`src/hw/rtl/hdlcrx_pkg.sv`:
```
// ---------------------------------------------------------------------------
// hdlcrx_pkg
// shared types and constants of the byte-stuffed frame receiver
// ---------------------------------------------------------------------------
`timescale 1ns / 1ps
`default_nettype none

package hdlcrx_pkg;

  typedef enum logic [2:0] {
    PH_HUNT   = 3'd0,
    PH_FLAG   = 3'd1,
    PH_ADDR   = 3'd2,
    PH_CTRL   = 3'd3,
    PH_SUPCHK = 3'd4,
    PH_DATA   = 3'd5
  } phase_t;

  typedef enum logic [2:0] {
    ST_OK      = 3'd0,
    ST_CHECK   = 3'd1,
    ST_ESC     = 3'd2,
    ST_OVER    = 3'd3,
    ST_EMPTY   = 3'd4,
    ST_TIMEOUT = 3'd5
  } status_t;

  localparam logic FUNC_BYTE    = 1'b0;
  localparam logic FUNC_TIMEOUT = 1'b1;

  localparam logic KIND_PAYLOAD = 1'b0;
  localparam logic KIND_REPORT  = 1'b1;

  localparam int unsigned CFG_IDX_W  = 3;
  localparam int unsigned CFG_DATA_W = 56;

  localparam logic [CFG_IDX_W-1:0] REG_FLAG        = 3'd0;
  localparam logic [CFG_IDX_W-1:0] REG_ESCAPE      = 3'd1;
  localparam logic [CFG_IDX_W-1:0] REG_FLAG_ESC    = 3'd2;
  localparam logic [CFG_IDX_W-1:0] REG_ESCAPE_ESC  = 3'd3;
  localparam logic [CFG_IDX_W-1:0] REG_ADDRESS     = 3'd4;
  localparam logic [CFG_IDX_W-1:0] REG_SUP_CODES   = 3'd5;
  localparam logic [CFG_IDX_W-1:0] REG_DATA_CODES  = 3'd6;

  localparam int unsigned NUM_SUP_CODES = 7;
  localparam int unsigned LEN_W         = 9;
  localparam logic [LEN_W-1:0] LEN_CAP  = 9'd511;

  localparam logic [7:0]  RST_FLAG       = 8'h7E;
  localparam logic [7:0]  RST_ESCAPE     = 8'h7D;
  localparam logic [7:0]  RST_FLAG_ESC   = 8'h5E;
  localparam logic [7:0]  RST_ESCAPE_ESC = 8'h5D;
  localparam logic [7:0]  RST_ADDRESS    = 8'h03;
  localparam logic [55:0] RST_SUP_CODES  = 56'd36311942822300419;
  localparam logic [15:0] RST_DATA_CODES = 16'h4000;

  typedef struct packed {
    logic [7:0]  flag_byte;
    logic [7:0]  escape_byte;
    logic [7:0]  flag_escaped_code;
    logic [7:0]  escape_escaped_code;
    logic [7:0]  address_byte;
    logic [55:0] supervisory_codes;
    logic [15:0] data_codes;
  } cfg_t;

  typedef struct packed {
    logic             kind;
    logic [7:0]       payload_byte;
    logic [7:0]       frame_control;
    status_t          frame_status;
    logic [LEN_W-1:0] payload_length;
  } result_t;

endpackage

`default_nettype wire

```
`src/hw/rtl/hdlcrx_frame.sv`:
```
// ---------------------------------------------------------------------------
// hdlcrx_frame
// frame state machine: header check, inline destuffing, block check
// ---------------------------------------------------------------------------
`timescale 1ns / 1ps
`default_nettype none

module hdlcrx_frame #(
  parameter int unsigned MAX_FRAME_BYTES = 256
) (
  input  wire logic              clk,
  input  wire logic              rst_n,
  input  wire logic              step,
  input  wire logic              func,
  input  wire logic [7:0]        rx_byte,
  input  wire hdlcrx_pkg::cfg_t  cfg,
  output logic                   res_valid,
  output hdlcrx_pkg::result_t    res
);

  localparam int unsigned RAW_W = $clog2(MAX_FRAME_BYTES + 2);
  localparam logic [RAW_W-1:0] RAW_MAX  = RAW_W'(MAX_FRAME_BYTES);
  localparam logic [RAW_W-1:0] RAW_OVER = RAW_W'(MAX_FRAME_BYTES + 1);

  hdlcrx_pkg::phase_t         phase_r, phase_nxt;
  logic [7:0]                 ctrl_r, ctrl_nxt;
  logic                       esc_pend_r, esc_pend_nxt;
  logic                       esc_err_r, esc_err_nxt;
  logic                       held_valid_r, held_valid_nxt;
  logic [7:0]                 held_byte_r, held_byte_nxt;
  logic [7:0]                 check_r, check_nxt;
  logic [RAW_W-1:0]           raw_cnt_r, raw_cnt_nxt;
  logic [hdlcrx_pkg::LEN_W-1:0] emit_cnt_r, emit_cnt_nxt;

  logic is_flag;
  logic byte_is_sup;
  logic byte_is_data;
  logic ctrl_is_data;
  logic d_ok;
  logic [7:0] d_byte;
  hdlcrx_pkg::status_t rep_status;
  logic do_report;

  always_comb begin
    byte_is_sup = 1'b0;
    for (int k = 0; k < hdlcrx_pkg::NUM_SUP_CODES; k++) begin
      if (cfg.supervisory_codes[8*k +: 8] == rx_byte) begin
        byte_is_sup = 1'b1;
      end
    end
  end

  assign is_flag      = (rx_byte == cfg.flag_byte);
  assign byte_is_data = (rx_byte == cfg.data_codes[7:0]) || (rx_byte == cfg.data_codes[15:8]);
  assign ctrl_is_data = (ctrl_r == cfg.data_codes[7:0]) || (ctrl_r == cfg.data_codes[15:8]);

  always_comb begin
    phase_nxt      = phase_r;
    ctrl_nxt       = ctrl_r;
    esc_pend_nxt   = esc_pend_r;
    esc_err_nxt    = esc_err_r;
    held_valid_nxt = held_valid_r;
    held_byte_nxt  = held_byte_r;
    check_nxt      = check_r;
    raw_cnt_nxt    = raw_cnt_r;
    emit_cnt_nxt   = emit_cnt_r;
    res_valid      = 1'b0;
    res            = '0;
    do_report      = 1'b0;
    rep_status     = hdlcrx_pkg::ST_OK;
    d_ok           = 1'b0;
    d_byte         = rx_byte;

    if (func == hdlcrx_pkg::FUNC_TIMEOUT) begin
      do_report  = 1'b1;
      rep_status = hdlcrx_pkg::ST_TIMEOUT;
    end else begin
      unique case (phase_r)
        hdlcrx_pkg::PH_HUNT: begin
          if (is_flag) begin
            phase_nxt = hdlcrx_pkg::PH_FLAG;
          end
        end
        hdlcrx_pkg::PH_FLAG: begin
          if (is_flag) begin
            phase_nxt = hdlcrx_pkg::PH_FLAG;
          end else if (rx_byte == cfg.address_byte) begin
            phase_nxt = hdlcrx_pkg::PH_ADDR;
          end else begin
            phase_nxt = hdlcrx_pkg::PH_HUNT;
          end
        end
        hdlcrx_pkg::PH_ADDR: begin
          if (is_flag) begin
            phase_nxt = hdlcrx_pkg::PH_FLAG;
          end else if (byte_is_sup || byte_is_data) begin
            ctrl_nxt  = rx_byte;
            phase_nxt = hdlcrx_pkg::PH_CTRL;
          end else begin
            phase_nxt = hdlcrx_pkg::PH_HUNT;
          end
        end
        hdlcrx_pkg::PH_CTRL: begin
          if (is_flag) begin
            ctrl_nxt  = '0;
            phase_nxt = hdlcrx_pkg::PH_FLAG;
          end else if (rx_byte == (cfg.address_byte ^ ctrl_r)) begin
            if (ctrl_is_data) begin
              esc_pend_nxt   = 1'b0;
              esc_err_nxt    = 1'b0;
              held_valid_nxt = 1'b0;
              held_byte_nxt  = '0;
              check_nxt      = '0;
              raw_cnt_nxt    = '0;
              emit_cnt_nxt   = '0;
              phase_nxt      = hdlcrx_pkg::PH_DATA;
            end else begin
              phase_nxt = hdlcrx_pkg::PH_SUPCHK;
            end
          end else begin
            ctrl_nxt  = '0;
            phase_nxt = hdlcrx_pkg::PH_HUNT;
          end
        end
        hdlcrx_pkg::PH_SUPCHK: begin
          if (is_flag) begin
            do_report  = 1'b1;
            rep_status = hdlcrx_pkg::ST_OK;
          end else begin
            ctrl_nxt  = '0;
            phase_nxt = hdlcrx_pkg::PH_HUNT;
          end
        end
        hdlcrx_pkg::PH_DATA: begin
          if (is_flag) begin
            do_report = 1'b1;
            if (esc_err_r || esc_pend_r) begin
              rep_status = hdlcrx_pkg::ST_ESC;
            end else if (raw_cnt_r > RAW_MAX) begin
              rep_status = hdlcrx_pkg::ST_OVER;
            end else if (!held_valid_r) begin
              rep_status = hdlcrx_pkg::ST_EMPTY;
            end else if (held_byte_r == check_r) begin
              rep_status = hdlcrx_pkg::ST_OK;
            end else begin
              rep_status = hdlcrx_pkg::ST_CHECK;
            end
          end else if (raw_cnt_r >= RAW_MAX) begin
            raw_cnt_nxt = RAW_OVER;
          end else begin
            raw_cnt_nxt = raw_cnt_r + 1'b1;
            if (!esc_err_r) begin
              if (esc_pend_r) begin
                esc_pend_nxt = 1'b0;
                if (rx_byte == cfg.escape_escaped_code) begin
                  d_byte = cfg.escape_byte;
                  d_ok   = 1'b1;
                end else if (rx_byte == cfg.flag_escaped_code) begin
                  d_byte = cfg.flag_byte;
                  d_ok   = 1'b1;
                end else begin
                  esc_err_nxt = 1'b1;
                end
              end else if (rx_byte == cfg.escape_byte) begin
                esc_pend_nxt = 1'b1;
              end else begin
                d_ok = 1'b1;
              end
            end
          end
        end
        default: begin
          ctrl_nxt       = '0;
          esc_pend_nxt   = 1'b0;
          esc_err_nxt    = 1'b0;
          held_valid_nxt = 1'b0;
          held_byte_nxt  = '0;
          check_nxt      = '0;
          raw_cnt_nxt    = '0;
          emit_cnt_nxt   = '0;
          phase_nxt      = hdlcrx_pkg::PH_HUNT;
        end
      endcase
    end

    if (d_ok) begin
      if (held_valid_r) begin
        res_valid          = 1'b1;
        res.kind           = hdlcrx_pkg::KIND_PAYLOAD;
        res.payload_byte   = held_byte_r;
        res.frame_control  = ctrl_r;
        res.frame_status   = hdlcrx_pkg::ST_OK;
        res.payload_length = '0;
        check_nxt          = check_r ^ held_byte_r;
        if (emit_cnt_r != hdlcrx_pkg::LEN_CAP) begin
          emit_cnt_nxt = emit_cnt_r + 1'b1;
        end
      end
      held_byte_nxt  = d_byte;
      held_valid_nxt = 1'b1;
    end

    if (do_report) begin
      res_valid          = 1'b1;
      res.kind           = hdlcrx_pkg::KIND_REPORT;
      res.payload_byte   = '0;
      res.frame_control  = ctrl_r;
      res.frame_status   = rep_status;
      res.payload_length = emit_cnt_r;
      ctrl_nxt           = '0;
      esc_pend_nxt       = 1'b0;
      esc_err_nxt        = 1'b0;
      held_valid_nxt     = 1'b0;
      held_byte_nxt      = '0;
      check_nxt          = '0;
      raw_cnt_nxt        = '0;
      emit_cnt_nxt       = '0;
      phase_nxt          = hdlcrx_pkg::PH_HUNT;
    end
  end

  always_ff @(posedge clk) begin
    if (!rst_n) begin
      phase_r      <= hdlcrx_pkg::PH_HUNT;
      ctrl_r       <= '0;
      esc_pend_r   <= 1'b0;
      esc_err_r    <= 1'b0;
      held_valid_r <= 1'b0;
      held_byte_r  <= '0;
      check_r      <= '0;
      raw_cnt_r    <= '0;
      emit_cnt_r   <= '0;
    end else if (step) begin
      phase_r      <= phase_nxt;
      ctrl_r       <= ctrl_nxt;
      esc_pend_r   <= esc_pend_nxt;
      esc_err_r    <= esc_err_nxt;
      held_valid_r <= held_valid_nxt;
      held_byte_r  <= held_byte_nxt;
      check_r      <= check_nxt;
      raw_cnt_r    <= raw_cnt_nxt;
      emit_cnt_r   <= emit_cnt_nxt;
    end
  end

endmodule

`default_nettype wire

```
`src/hw/rtl/hdlc_frame_receiver_destuffer_core.sv`:
```
// ---------------------------------------------------------------------------
// hdlc_frame_receiver_destuffer_core
// byte-stuffed frame receiver with inline destuffing and block check
// ---------------------------------------------------------------------------
// takes one line byte or timeout event per transaction and returns at most
// one result per transaction: a destuffed payload byte (released one byte
// late) or a frame completion report. one transaction is accepted every
// cycle while the output is not stalled; a result passes through the input
// register and the result register around the frame logic. configuration
// registers are written through cfg_we/cfg_index/cfg_data; the user must
// write them only while the block is idle, the block does not enforce it.
`timescale 1ns / 1ps
`default_nettype none

module hdlc_frame_receiver_destuffer_core #(
  parameter int unsigned MAX_FRAME_BYTES = 256
) (
  input  wire logic        clk,
  input  wire logic        rst_n,
  input  wire logic        in_tvalid,
  output logic             in_tready,
  input  wire logic [7:0]  in_tdata,   // [7:0] rx_byte
  input  wire logic        in_tuser,   // [0] func
  output logic             out_tvalid,
  input  wire logic        out_tready,
  output logic [31:0]      out_tdata,  // [7:0] payload_byte, [15:8] frame_control,
                                       // [18:16] frame_status, [27:19] payload_length
  output logic             out_tuser,  // [0] kind
  input  wire logic        cfg_we,
  input  wire logic [hdlcrx_pkg::CFG_IDX_W-1:0]  cfg_index,
  input  wire logic [hdlcrx_pkg::CFG_DATA_W-1:0] cfg_data
);

  hdlcrx_pkg::cfg_t    cfg_r;
  logic                in_valid_r;
  logic [7:0]          in_byte_r;
  logic                in_func_r;
  logic                out_valid_r;
  hdlcrx_pkg::result_t out_res_r;
  logic                advance;
  logic                res_valid;
  hdlcrx_pkg::result_t res;

  // config registers
  always_ff @(posedge clk) begin
    if (!rst_n) begin
      cfg_r.flag_byte           <= hdlcrx_pkg::RST_FLAG;
      cfg_r.escape_byte         <= hdlcrx_pkg::RST_ESCAPE;
      cfg_r.flag_escaped_code   <= hdlcrx_pkg::RST_FLAG_ESC;
      cfg_r.escape_escaped_code <= hdlcrx_pkg::RST_ESCAPE_ESC;
      cfg_r.address_byte        <= hdlcrx_pkg::RST_ADDRESS;
      cfg_r.supervisory_codes   <= hdlcrx_pkg::RST_SUP_CODES;
      cfg_r.data_codes          <= hdlcrx_pkg::RST_DATA_CODES;
    end else if (cfg_we) begin
      unique case (cfg_index)
        hdlcrx_pkg::REG_FLAG:       cfg_r.flag_byte           <= cfg_data[7:0];
        hdlcrx_pkg::REG_ESCAPE:     cfg_r.escape_byte         <= cfg_data[7:0];
        hdlcrx_pkg::REG_FLAG_ESC:   cfg_r.flag_escaped_code   <= cfg_data[7:0];
        hdlcrx_pkg::REG_ESCAPE_ESC: cfg_r.escape_escaped_code <= cfg_data[7:0];
        hdlcrx_pkg::REG_ADDRESS:    cfg_r.address_byte        <= cfg_data[7:0];
        hdlcrx_pkg::REG_SUP_CODES:  cfg_r.supervisory_codes   <= cfg_data[55:0];
        hdlcrx_pkg::REG_DATA_CODES: cfg_r.data_codes          <= cfg_data[15:0];
        default: ;
      endcase
    end
  end

  assign advance   = in_valid_r && (!out_valid_r || out_tready);
  assign in_tready = !in_valid_r || advance;

  // input register
  always_ff @(posedge clk) begin
    if (!rst_n) begin
      in_valid_r <= 1'b0;
    end else if (in_tready) begin
      in_valid_r <= in_tvalid;
    end
  end

  always_ff @(posedge clk) begin
    if (in_tready && in_tvalid) begin
      in_byte_r <= in_tdata;
      in_func_r <= in_tuser;
    end
  end

  hdlcrx_frame #(
    .MAX_FRAME_BYTES(MAX_FRAME_BYTES)
  ) u_frame (
    .clk      (clk),
    .rst_n    (rst_n),
    .step     (advance),
    .func     (in_func_r),
    .rx_byte  (in_byte_r),
    .cfg      (cfg_r),
    .res_valid(res_valid),
    .res      (res)
  );

  // result register
  always_ff @(posedge clk) begin
    if (!rst_n) begin
      out_valid_r <= 1'b0;
    end else if (advance) begin
      out_valid_r <= res_valid;
    end else if (out_tready) begin
      out_valid_r <= 1'b0;
    end
  end

  always_ff @(posedge clk) begin
    if (advance && res_valid) begin
      out_res_r <= res;
    end
  end

  assign out_tvalid = out_valid_r;
  assign out_tuser  = out_res_r.kind;
  assign out_tdata  = {4'd0, out_res_r.payload_length, out_res_r.frame_status,
                       out_res_r.frame_control, out_res_r.payload_byte};

endmodule

`default_nettype wire

```
`config.mk`:
```
export PLATFORM = sky130hd
export DESIGN_NAME = hdlc_frame_receiver_destuffer_core
export DESIGN_NICKNAME = d
export VERILOG_FILES = /design/src/hw/rtl/hdlcrx_pkg.sv /design/src/hw/rtl/hdlcrx_frame.sv /design/src/hw/rtl/hdlc_frame_receiver_destuffer_core.sv
export SDC_FILE = /design/constraint.sdc
export NUM_CORES = 1
export LEC_CHECK = 0
export ABC_AREA = 0
export BUFFER_PORTS_ARGS = -buffer_cell sky130_fd_sc_hd__buf_2
export CORE_MARGIN = 2
export CORE_UTILIZATION = 59
export CTS_CLUSTER_DIAMETER = 100
export CTS_CLUSTER_SIZE = 40
export DETAILED_ROUTE_END_ITERATION = 16
export GPL_TIMING_DRIVEN = 0
export PLACE_DENSITY = 0.84
export SYNTH_ARGS = -nofsm -noshare
export SYNTH_HDL_FRONTEND = slang
export SYNTH_SLANG_ARGS = --single-unit
```
`constraint.sdc`:
```
create_clock -name clk -period 9.9 [get_ports clk]
set_clock_uncertainty 0.15 [all_clocks]
set_input_delay 2.475 -clock clk [delete_from_list [all_inputs] [get_ports clk]]
set_output_delay 2.475 -clock clk [all_outputs]
set_load 0.01 [all_outputs]
```
**After elaboration in Yosys (flattened, before gate mapping)**

Cells that the tools add are included.

- Register bits: 200
- Logic and storage cells: 233

- $add $sub $neg: 2
- Magnitude comparators: 2
- Eq/ne operators: 50
- Mux-type cells: 118
- Bitwise logic cells: 4
- Reduce and logical (&&, ||, !) cells: 32

Operators with widths:

| cell | number |
|---|---|
| 2-to-1 mux 8 bit | 28 |
| == test 8 bit | 18 |
| 2-to-1 mux 9 bit | 15 |
| 2-to-1 mux 20 bit | 3 |
| 2-to-1 mux 1 bit | 47 |
| 2-to-1 mux 3 bit | 14 |
| one-hot mux 8 bit (2 select lines) | 2 |
| one-hot mux 8 bit (4 select lines) | 1 |
| one-hot mux 9 bit (3 select lines) | 1 |
| adder 9 x 1 -> 9 bit (second input constant) | 2 |
| != test 3 x 1 -> 1 bit (second input constant) | 6 |
| one-hot mux 3 bit (6 select lines) | 1 |
| one-hot mux 9 bit (2 select lines) | 1 |
| bitwise XOR 8 bit | 2 |
| == test 3 bit (second input constant) | 5 |
| != test 3 bit (second input constant) | 5 |
| AND reduction 2 bit | 7 |
| AND reduction 7 bit | 2 |
| == test 3 x 2 -> 1 bit (second input constant) | 4 |
| greater-or-equal comparator 9 bit (second input constant) | 1 |
| > comparator 9 bit (second input constant) | 1 |
| != test 9 bit (second input constant) | 1 |
| AND reduction 9 bit | 1 |
| != test 2 x 1 -> 1 bit (second input constant) | 4 |
| 21 further kinds | 36 |

**Longest topological paths before layout**

Gate-level depths: netlist (run 1).

- Depth in word-level cells: 14
- Gate-level depth with buffers: 10
- Gate-level depth less buffers: 9

**By module**

From an unflattened synthesis (run 1), not the netlist that was laid out.

- Cells, all modules: 1,067
- Area total of the unflattened synthesis: 10,329.9 µm²

Modules (own cells, without submodules):

| module | instances | cells an instance | area an instance (µm²) | sequential area each (µm²) |
|---|---|---|---|---|
| hdlc_frame_receiver_destuffer_core | 1 | 506 | 5,764.3 | 3,423.3 |
| hdlcrx_frame | 1 | 561 | 4,565.6 | 960.9 |

**Worst setup path after synthesis (run 1)**

OpenSTA, ideal clock, no wires.

- Path kind: input port to output port
- From: in out_tready
- To: out in_tready
- Arrival time: 2.814 ns
- Slack: 4.461 ns
- Cell stages on the path: 2
- Path through: nor2b_1 -> nand2_1

- Longest elaborated chain between the ends: 3

Ends and longest elaborated chain:

| element | RTL line | source |
|---|---|---|
| start, declared | hdlc_frame_receiver_destuffer_core.sv:25 | `input wire logic out_tready,` |
| logical OR 1 bit | hdlc_frame_receiver_destuffer_core.sv:68 | `assign advance = in_valid_r && (!out_valid_r \|\| out_tready);` |
| logical AND 1 bit | hdlc_frame_receiver_destuffer_core.sv:68 |  |
| logical OR 1 bit | hdlc_frame_receiver_destuffer_core.sv:69 | `assign in_tready = !in_valid_r \|\| advance;` |
| end, declared | hdlc_frame_receiver_destuffer_core.sv:21 | `output logic in_tready,` |

Every way passes these cells.

**Worst setup path after layout (run 1)**

Same ends and word-level chain as after synthesis.

==> run metrics, run 1 <==
run status finished, final reports clean; final-report hold violation count 0; worst setup timing slack at the placement stage 4.07 ns; synth-to-layout area growth 14.9%; synthesized instance count 1105; class of the tightest hold or removal check flop to flop; final antenna-violating net count 0; period utilisation layout 59.1%; number of detailed-route iterations in the first pass 7; number of pins exceeding their max-slew limit in the final report 0; setup slack after layout 4.05 ns; Die Width 133 um; Min-Delay Path Depth 2; Static Leak 4.40 nW; Post-Syn Area per Cell 8.85 um2; fraction of post-synthesis cell area in the top cell type by area 33.2%; met3 track demand over resource in global routing 6.44%; layout cells sized above 1 15.0%; type of element capturing the critical path output pin; clock sink count 200; Die Outline Area 0.0176 mm2; main flop type after synthesis dfxtp_1; total setup buffers inserted after CTS 0; number of primary I/O pins 108; Remaining Overflow, GRT 0; cell depth of the worst flop-to-flop path 9; final worst path period need 5.85 ns; Total GRT Usage 29.6%; startpoint class of the critical path primary input; number of buffers added to fix hold violations after cts 0; largest net degree at the start of global routing 24; Req. time, crit path 7.28 ns; max-slew headroom at the worst pin 25.1%; met2 global-route usage 49.7%; power per cell area 154 mW/mm2; Final setup viols 0; FMAX 171 MHz; via count 8454; CTS Buffer Depth 2; gp weighted congestion 0.928; cell area after placement 0.0106 mm2; combined flip-flop and latch cell area 0.00438 mm2; Max Cap Viol 0; layer with the highest usage met2; number of remaining DRC errors 0; DIE HEIGHT 133 um; Total Power 1.73 mW; fraction of synthesis flops using an asynchronous set or reset pin 0%; final layout net count 1308; vias per cell 5.77; TritonCTS clock tree yes; clock tree root driver cell clkbuf_16; placeable core area 0.0164 mm2; mean routed wirelength per cell 17.6 um; yosys warns 0; number of global-route vias before repair 8107; worst-case vdd ir drop 0.154 mV; dominant cells by area after synthesis dfxtp_1 33%, edfxtp_1 12%, nand2_1 10%, xnor2_1 6.3%, xor2_1 5.2%; antenna violations before repair 1; critical path start-end classification primary input to output pin; Worst Path Arrival 3.23 ns; Setup TNS 0 ns; wirelength, routed 25800 um; FF+latch count, synth 200; area occupied by multi-input gates 0.00506 mm2; number of port buffers 103; met1 Usage GRT 36.0%; starting density of the core 59.6%; global-route wire length before repair 41100 um; largest area contributor in the netlist dfxtp_1; number of fill cells in the layout 1235; unrepaired setup endpoints after global routing false; clock-pin slew of the registers on the worst-case setup and hold paths 0.07 ns; fraction of the yosys area taken by sequential cells 44.8%; number of distinct library cell variants in the gate-level netlist after synthesis 70; number of enable flip-flop cells after synthesis 38; CTS H-tree lvls 4; minimum hold slack 0.317 ns; HPWL after detailed placement 17800 um; TritonCTS Buffers 17; insertion delay to the later sink of the worst-skew pair 0.45 ns; Slew @ Worst Pin 1.12 ns; cell area after technology mapping 0.00978 mm2; maximum fanout along the worst path 5; Core Rows 47; final non-filler cell area 0.0112 mm2; 1st-iter DRT viols 802; number of instances resized during post-cts repair 0
[area by class of cell]
class,instances,area share [%]
tap,220,2.45
multi-input combinational,831,45.0
buffer,62,2.74
inverter,15,0.501
timing repair buffer,104,4.83
antenna,1,0.0223
clock buffer,22,4.50
sequential,200,39.0
clock inverter,10,0.913
[cells in the mapped netlist (5+ instances only)]
library cell,number
a21oi_1,90
a221o_1,6
and2_1,23
buf_1,15
buf_4,9
buf_6,5
clkbuf_1,30
dfxtp_1,162
edfxtp_1,38
inv_1,14
mux2_2,8
mux2i_1,16
nand2_1,263
nand2b_1,9
nand3_1,72
nand4_1,18
nor2_1,37
nor2b_1,12
nor3_1,8
nor4_1,18
o211ai_1,5
o21ai_0,15
o2bb2ai_1,8
or2_2,5
or3_1,5
xnor2_1,70
xnor3_1,8
xor2_1,58
[layout by cell type, fill, tap and decap left out, types with 9 or more instances in the layout]
cell type	Yosys	layout
nor2b_1	12	12
nand4_1	18	18
nor2_1	37	37
edfxtp_1	38	38
dfxtp_1	162	162
clkbuf_1	30	30
nor4_1	18	18
a21oi_1	90	89
clkbuf_16	0	18
nand2_1	263	263
xnor2_1	70	70
nand2b_1	9	9
buf_4	9	9
buf_1	15	15
xor2_1	58	58
o21ai_0	15	15
inv_1	14	14
and2_1	23	23
nand3_1	72	72
mux2i_1	16	16
buf_2	3	106
[registers in the layout, indices dropped and copies added, names as in the netlist]
signal                count
in_func_r                 1
u_frame.phase_r           3
u_frame.held_byte_r       8
u_frame.ctrl_r            8
u_frame.esc_pend_r        1
u_frame.emit_cnt_r        9
out_tvalid                1
cfg_r                   112
out_tuser                 1
u_frame.held_valid_r      1
u_frame.raw_cnt_r         9
u_frame.esc_err_r         1
out_tdata                28
u_frame.check_r           8
in_byte_r                 8
in_valid_r                1
[critical path: stages]
cell and delay [ns]:
buf_2 0.10, nor2b_1 0.33, nand2_1 0.16, buf_2 0.17
[cell families after synthesis]
kind of cell,Yosys count,share of synthesized area (%)
compound gates,160,10.2
xor+xnor,140,14.0
fa+ha+maj,4,0.512
buf+inv,77,3.72
flops,200,44.8
mux,24,2.56
other cells,1,0.0384
simple gates,499,24.2
[power breakdown]
part	internal (mW)	switching, mW
registers	0.845	0.0122
logic	0.0577	0.0969
clock network	0.394	0.323
total	1.30	0.432
[final timing paths]
check,startpoint,end,slack (ns)
min,cfg_r[46],cfg_r[46],0.32
max reg2reg,in_byte_r[5],u_frame.ctrl_r[4],6.40
max,out_tready,in_tready,4.05
min reg2reg,cfg_r[46],cfg_r[46],0.32
[per-stage QoR]
step,utilization [%],instances
floorplan,-,1108
global placement,64.5,1431
detailed placement,64.7,1432
CTS,68.4,1464
global route,68.5,1464
finish,68.5,1465
[layer usage]
layer / wire length [um] / share of wire, % / vias up
met5: 17 / 0.066 / -
met4: 1080 / 4.2 / 2
met3: 1970 / 7.6 / 84
met2: 12300 / 48 / 384
met1: 10400 / 40 / 3950
li1: - / - / 4034
Note: power is estimated with default switching activity, not from simulation.
==> run 2: changes to the inputs <==
--- a/config.mk
+++ b/config.mk
@@ -8,12 +8,12 @@
 export ABC_AREA = 0
 export BUFFER_PORTS_ARGS = -buffer_cell sky130_fd_sc_hd__buf_2
 export CORE_MARGIN = 2
-export CORE_UTILIZATION = 59
+export CORE_UTILIZATION = 53
 export CTS_CLUSTER_DIAMETER = 100
 export CTS_CLUSTER_SIZE = 40
 export DETAILED_ROUTE_END_ITERATION = 16
 export GPL_TIMING_DRIVEN = 0
-export PLACE_DENSITY = 0.84
+export PLACE_DENSITY = 0.8
 export SYNTH_ARGS = -nofsm -noshare
 export SYNTH_HDL_FRONTEND = slang
 export SYNTH_SLANG_ARGS = --single-unit
==> constraint.sdc (replaced) <==
create_clock -name clk -period 4.75 [get_ports clk]
set_clock_uncertainty 0.15 [all_clocks]
set_input_delay 1.1875 -clock clk [delete_from_list [all_inputs] [get_ports clk]]
set_output_delay 1.1875 -clock clk [all_outputs]
set_load 0.01 [all_outputs]
==> run 2 against run 1 <==
  * Flip-flop and latch count unchanged
  * Cell count up 0.48%
  * Power up 110%
  * Critical path depth up 4
  * Sequential power up 110%
  * Cell area down 0.42%
  * Via count down 1.7%
  * Hold slack better by 0.0017 ns
  * Combinational power up 110%
  * Clock power up 110%
  * Register-to-register slack worse by 5.3 ns
  * Largest power group unchanged
==> run metrics, run 2 (same netlist as run 1, synthesis figures left out) <==
starting density of the core 54.2%; start of the worst register-to-register path in_byte_r[2]; number of primary I/O pins 108; mean routed wirelength per cell 17.2 um; TritonCTS clock tree yes; number of remaining DRC errors 0; Total GRT Usage 26.2%; Setup TNS 0 ns; Remaining Overflow, GRT 0; CTS H-tree lvls 4; critical path start-end classification flop to flop; number of detailed-route iterations in the first pass 6; final worst path period need 3.67 ns; period utilisation layout 77.2%; number of port buffers 103; number of pins exceeding their max-slew limit in the final report 0; start point of the worst hold path cfg_r[18]; register ranked first by flip-flop count cfg_r; Crit. Startpoint in_byte_r[2]; insertion delay to the later sink of the worst-skew pair 0.45 ns; number of buffers added to fix hold violations after cts 0; cell depth of the worst flop-to-flop path 8; via count 8307; DIE HEIGHT 140 um; most common cell after layout, fill and taps aside nand2_1; TritonCTS Buffers 17; number of antenna cells inserted 0; FMAX 273 MHz; Worst Path Arrival 3.83 ns; final layout net count 1307; number of flip-flops under the largest register name 112; 1st-iter DRT viols 731; Static Leak 4.37 nW; total setup buffers inserted after CTS 0; run status finished, final reports clean; Final setup viols 0; Max Cap Viol 0; clock sink count 200; worst setup timing slack at the placement stage 1.11 ns; setup slack after layout 1.08 ns; Non-Filler Instances 1472; number of global-route vias before repair 7800; unrepaired setup endpoints after global routing false; commonest cells after routing, fill and taps aside 263 x nand2_1, 162 x dfxtp_1, 106 x buf_2, 89 x a21oi_1, 72 x nand3_1; Min-Delay Path Depth 2; clock tree root driver cell clkbuf_16; wirelength, routed 25300 um; power per cell area 319 mW/mm2; Slew @ Worst Pin 1.27 ns; class of the tightest hold or removal check flop to flop; synth-to-layout area growth 14.4%; Core Rows 49; maximum fanout along the worst path 9; cell area after placement 0.0106 mm2; Register-to-Register Setup Slack 1.08 ns; Die Width 140 um; Req. time, crit path 4.91 ns; final non-filler cell area 0.0112 mm2; worst r2r dst u_frame.emit_cnt_r[2]; hold worst-path end cfg_r[18]; cell count after placement 1440; antenna violations before repair 1; number of instances resized during post-cts repair 0; type of element capturing the critical path flop; Total Power 3.57 mW; layout cells sized above 1 14.7%; largest net degree at the start of global routing 30; max-slew headroom at the worst pin 14.0%; global-route wire length before repair 40600 um; gp weighted congestion 0.901; startpoint class of the critical path flop; HPWL after detailed placement 17700 um; CTS Buffer Depth 2; worst-case vdd ir drop 0.303 mV; final antenna-violating net count 0; placeable core area 0.0180 mm2; final-report hold violation count 0; Die Outline Area 0.0195 mm2; clock-pin slew of the registers on the worst-case setup and hold paths 0.08 ns; vias per cell 5.64
==> run 2: cell types whose count changed in the layout (fill, tap and decap cells not counted), sizes merged <==
cell / change
buf: -1
clkbuf: -4
clkinvlp: +1
diode: -1
inv: +3
==> run 2: power by group <==
group          switching, mW  internal (mW)  total, mW
Combinational          0.199          0.118      0.318
Clock                  0.717          0.750       1.47
Sequential            0.0252           1.76       1.79
==> run 2: stage by stage <==
stage,utilization [%],hold slack (ns)
floorplan,-,0.298
global placement,58.7,0.304
detailed placement,58.8,0.309
CTS,62.1,0.319
global route,62.1,0.338
finish,62.1,0.319
==> run 2: worst max path at each step <==
stage	end	cells after the start
floorplan	out_tdata[0]	7
global placement	out_tdata[13]	7
detailed placement	u_frame.emit_cnt_r[2]	8
CTS	u_frame.emit_cnt_r[2]	8
global route	u_frame.emit_cnt_r[2]	8
finish	u_frame.emit_cnt_r[2]	8
==> run 2: area by class of cell <==
class	count	area [um2]
Fill cell	1570	6840
Multi-Input combinational cell	831	5050
Sequential cell	200	4380
Timing Repair Buffer	103	515
Clock buffer	18	429
Buffer	62	308
Tap cell	229	287
Clock inverter	14	156
Inverter	15	56.3
==> run 2: layer usage <==
layer	part of all wire [%]	track usage, %
met1	41	33.1
met4	3.9	10.7
met5	0	0
met2	47	43.4
met3	7.8	6.37
==> run 2: worst max-delay path, cell delays in order, from the launching register on <==
cell and delay [ns]:
edfxtp_1 0.37, buf_4 0.21, xnor2_1 0.17, nand4_1 0.16
o221ai_1 0.45, nor4b_1 1.07, a2bb2oi_1 0.20, o21ai_0 0.56
o221ai_1 0.19
==> run 3: changes to the inputs <==
--- a/config.mk
+++ b/config.mk
@@ -8,12 +8,12 @@
 export ABC_AREA = 0
 export BUFFER_PORTS_ARGS = -buffer_cell sky130_fd_sc_hd__buf_2
 export CORE_MARGIN = 2
-export CORE_UTILIZATION = 53
+export CORE_UTILIZATION = 59
 export CTS_CLUSTER_DIAMETER = 100
 export CTS_CLUSTER_SIZE = 40
 export DETAILED_ROUTE_END_ITERATION = 16
 export GPL_TIMING_DRIVEN = 0
-export PLACE_DENSITY = 0.8
+export PLACE_DENSITY = 0.84
 export SYNTH_ARGS = -nofsm -noshare
 export SYNTH_HDL_FRONTEND = slang
 export SYNTH_SLANG_ARGS = --single-unit
==> constraint.sdc (replaced) <==
create_clock -name clk -period 3.4 [get_ports clk]
set_clock_uncertainty 0.15 [all_clocks]
set_input_delay 0.85 -clock clk [delete_from_list [all_inputs] [get_ports clk]]
set_output_delay 0.85 -clock clk [all_outputs]
set_load 0.01 [all_outputs]
==> run 3 against run 2 <==
  * Cell count is 0.54% lower
  * Sequential power up 39%
  * Power is 40% higher
  * Worst setup slack worse by 1.1 ns
  * Clock power increased by 39%
  * Sequential share of layout area fell by 0.18 points
  * Hold slack barely moved
  * Critical path depth grew 1
  * Maximum frequency increased by 8.9%
  * Largest cell class unchanged
  * Largest power group unchanged
==> run metrics, run 3 (same netlist as run 1, synthesis figures left out) <==
run status finished, final reports clean; clock share of power 41.0%; Req. time, crit path 3.56 ns; commonest cells after routing, fill and taps aside 263 x nand2_1, 162 x dfxtp_1, 106 x buf_2, 88 x a21oi_1, 72 x nand3_1; worst-case vdd ir drop 0.399 mV; via count 8528; Die Width 133 um; final design utilization 68.5%; HPWL after detailed placement 17800 um; startpoint class of the critical path flop; clock sink count 200; synth-to-layout area growth 15.0%; class of the tightest hold or removal check flop to flop; number of flip-flops under the largest register name 112; max-slew headroom at the worst pin 26.8%; CTS Buffer Depth 2; gp weighted congestion 0.930; clock tree root driver cell clkbuf_16; final worst path period need 3.37 ns; fraction of power spent switching nets 25.0%; vias per cell 5.83; number of remaining DRC errors 0; global-route wire length before repair 41000 um; 1st-iter DRT viols 694; TritonCTS clock tree yes; internal cell power 3.74 mW; most common cell after layout, fill and taps aside nand2_1; mean routed wirelength per cell 17.6 um; CTS H-tree lvls 4; clock-pin slew of the registers on the worst-case setup and hold paths 0.07 ns; number of detailed-route iterations in the first pass 7; insertion delay to the later sink of the worst-skew pair 0.45 ns; Die Outline Area 0.0176 mm2; unrepaired setup endpoints after global routing true; total setup buffers inserted after CTS 0; critical path start-end classification flop to flop; maximum fanout along the worst path 10; placeable core area 0.0164 mm2; layout cells sized above 1 15.4%; type of element capturing the critical path flop; wirelength, routed 25700 um; antenna violations before repair 0; largest net degree at the start of global routing 30; Remaining Overflow, GRT 0; Setup TNS 0 ns; register ranked first by flip-flop count cfg_r; DIE HEIGHT 133 um; period utilisation layout 99.1%; Total GRT Usage 29.7%; final-report hold violation count 0; FMAX 297 MHz; Core Rows 47; number of pins exceeding their max-slew limit in the final report 0; final layout net count 1308; switching pwr 1.25 mW; Static Leak 4.39 nW; Slew @ Worst Pin 1.10 ns; portion of total power attributed to sequential cells 50.0%; number of port buffers 103; power per cell area 444 mW/mm2; Max Cap Viol 0; number of fill cells in the layout 1248; number of primary I/O pins 108; starting density of the core 59.6%; TritonCTS Buffers 17; final antenna-violating net count 0; number of antenna cells inserted 0; relative contribution of combinational cells to total power 9.0%; number of global-route vias before repair 8131; Final setup viols 0; Worst Path Arrival 3.53 ns
## run 3: cell types whose count changed in the layout (fill, tap and decap cells not counted), sizes merged
cell | before | now
clkinv | 3 | 4
buf | 135 | 132
inv | 24 | 18
bufinv | 1 | 0
clkinvlp | 1 | 2
clkbuf | 48 | 56
a21oi | 91 | 92
## run 3: area by class of cell
| type | instances | area, um2 | area share (%) |
|---|---|---|---|
| clock buffers | 23 | 531 | 4.72 |
| inverters | 15 | 56.3 | 0.501 |
| repair buffers | 103 | 515 | 4.59 |
| well taps | 220 | 275 | 2.45 |
| plain buffers | 62 | 313 | 2.78 |
| multi-input cells | 832 | 5090 | 45.3 |
| clock inverters | 9 | 77.6 | 0.690 |
| flip-flops and latches | 200 | 4380 | 39.0 |
## run 3: metrics by stage
stage          hold slack, ns  area, um2  worst slack [ns]  instances  power [mW]
3_3_place_gp            0.304      10600            -0.315       1431        2.97
5_1_grt                 0.335      11200           -0.0659       1464        5.13
3_5_place_dp            0.310      10600            -0.184       1431        2.98
2_1_floorplan           0.298       9790             0.167       1108        2.82
6_report                0.319      11200            0.0322       1464        4.99
4_1_cts                 0.319      11200            0.0247       1463        4.97
## run 3: final timing paths
| kind | start | endpoint | slack (ns) | cells past startpoint |
|---|---|---|---|---|
| max | in_byte_r[2] | u_frame.ctrl_r[4] | 0.03 | 9 |
| min | cfg_r[20] | cfg_r[20] | 0.32 | 2 |
| max reg2reg | in_byte_r[2] | u_frame.ctrl_r[4] | 0.03 | 9 |
| min reg2reg | cfg_r[20] | cfg_r[20] | 0.32 | 2 |
## run 3: critical path, stage by stage (launching register included)
cell and delay [ns]:
edfxtp_1 0.33, buf_4 0.20, buf_1 0.84, xor2_1 0.21, nor4_1 0.08, nand2_1 0.06, o21ai_0 0.16, o41ai_1 0.67
a21oi_2 0.31, mux2i_1 0.21
## run 3: power groups by stage
stage / Clock, mW / Sequential [mW] / Combinational [mW]
2_1_floorplan: 0 / 2.54 / 0.274
3_3_place_gp: 0 / 2.55 / 0.423
3_5_place_dp: 0 / 2.55 / 0.433
4_1_cts: 2.04 / 2.49 / 0.437
5_1_grt: 2.14 / 2.50 / 0.488
6_report: 2.04 / 2.49 / 0.450
## run 3: timing repair
item | in CTS | in global routing
hold buffers | 0 | 0
gates resized for setup | 1 | 12
pin swaps | 0 | 1
setup endpoints to repair | 7 | 59
cloned | 0 | 1
## run 3: per-layer routing
layer | share of wire [%] | vias up | track usage, %
met5 | 0 | - | 0
met3 | 8.4 | 84 | 5.94
li1 | - | 4046 | -
met1 | 40 | 3971 | 36.6
met2 | 48 | 427 | 49.3
met4 | 3.5 | 0 | 15.4
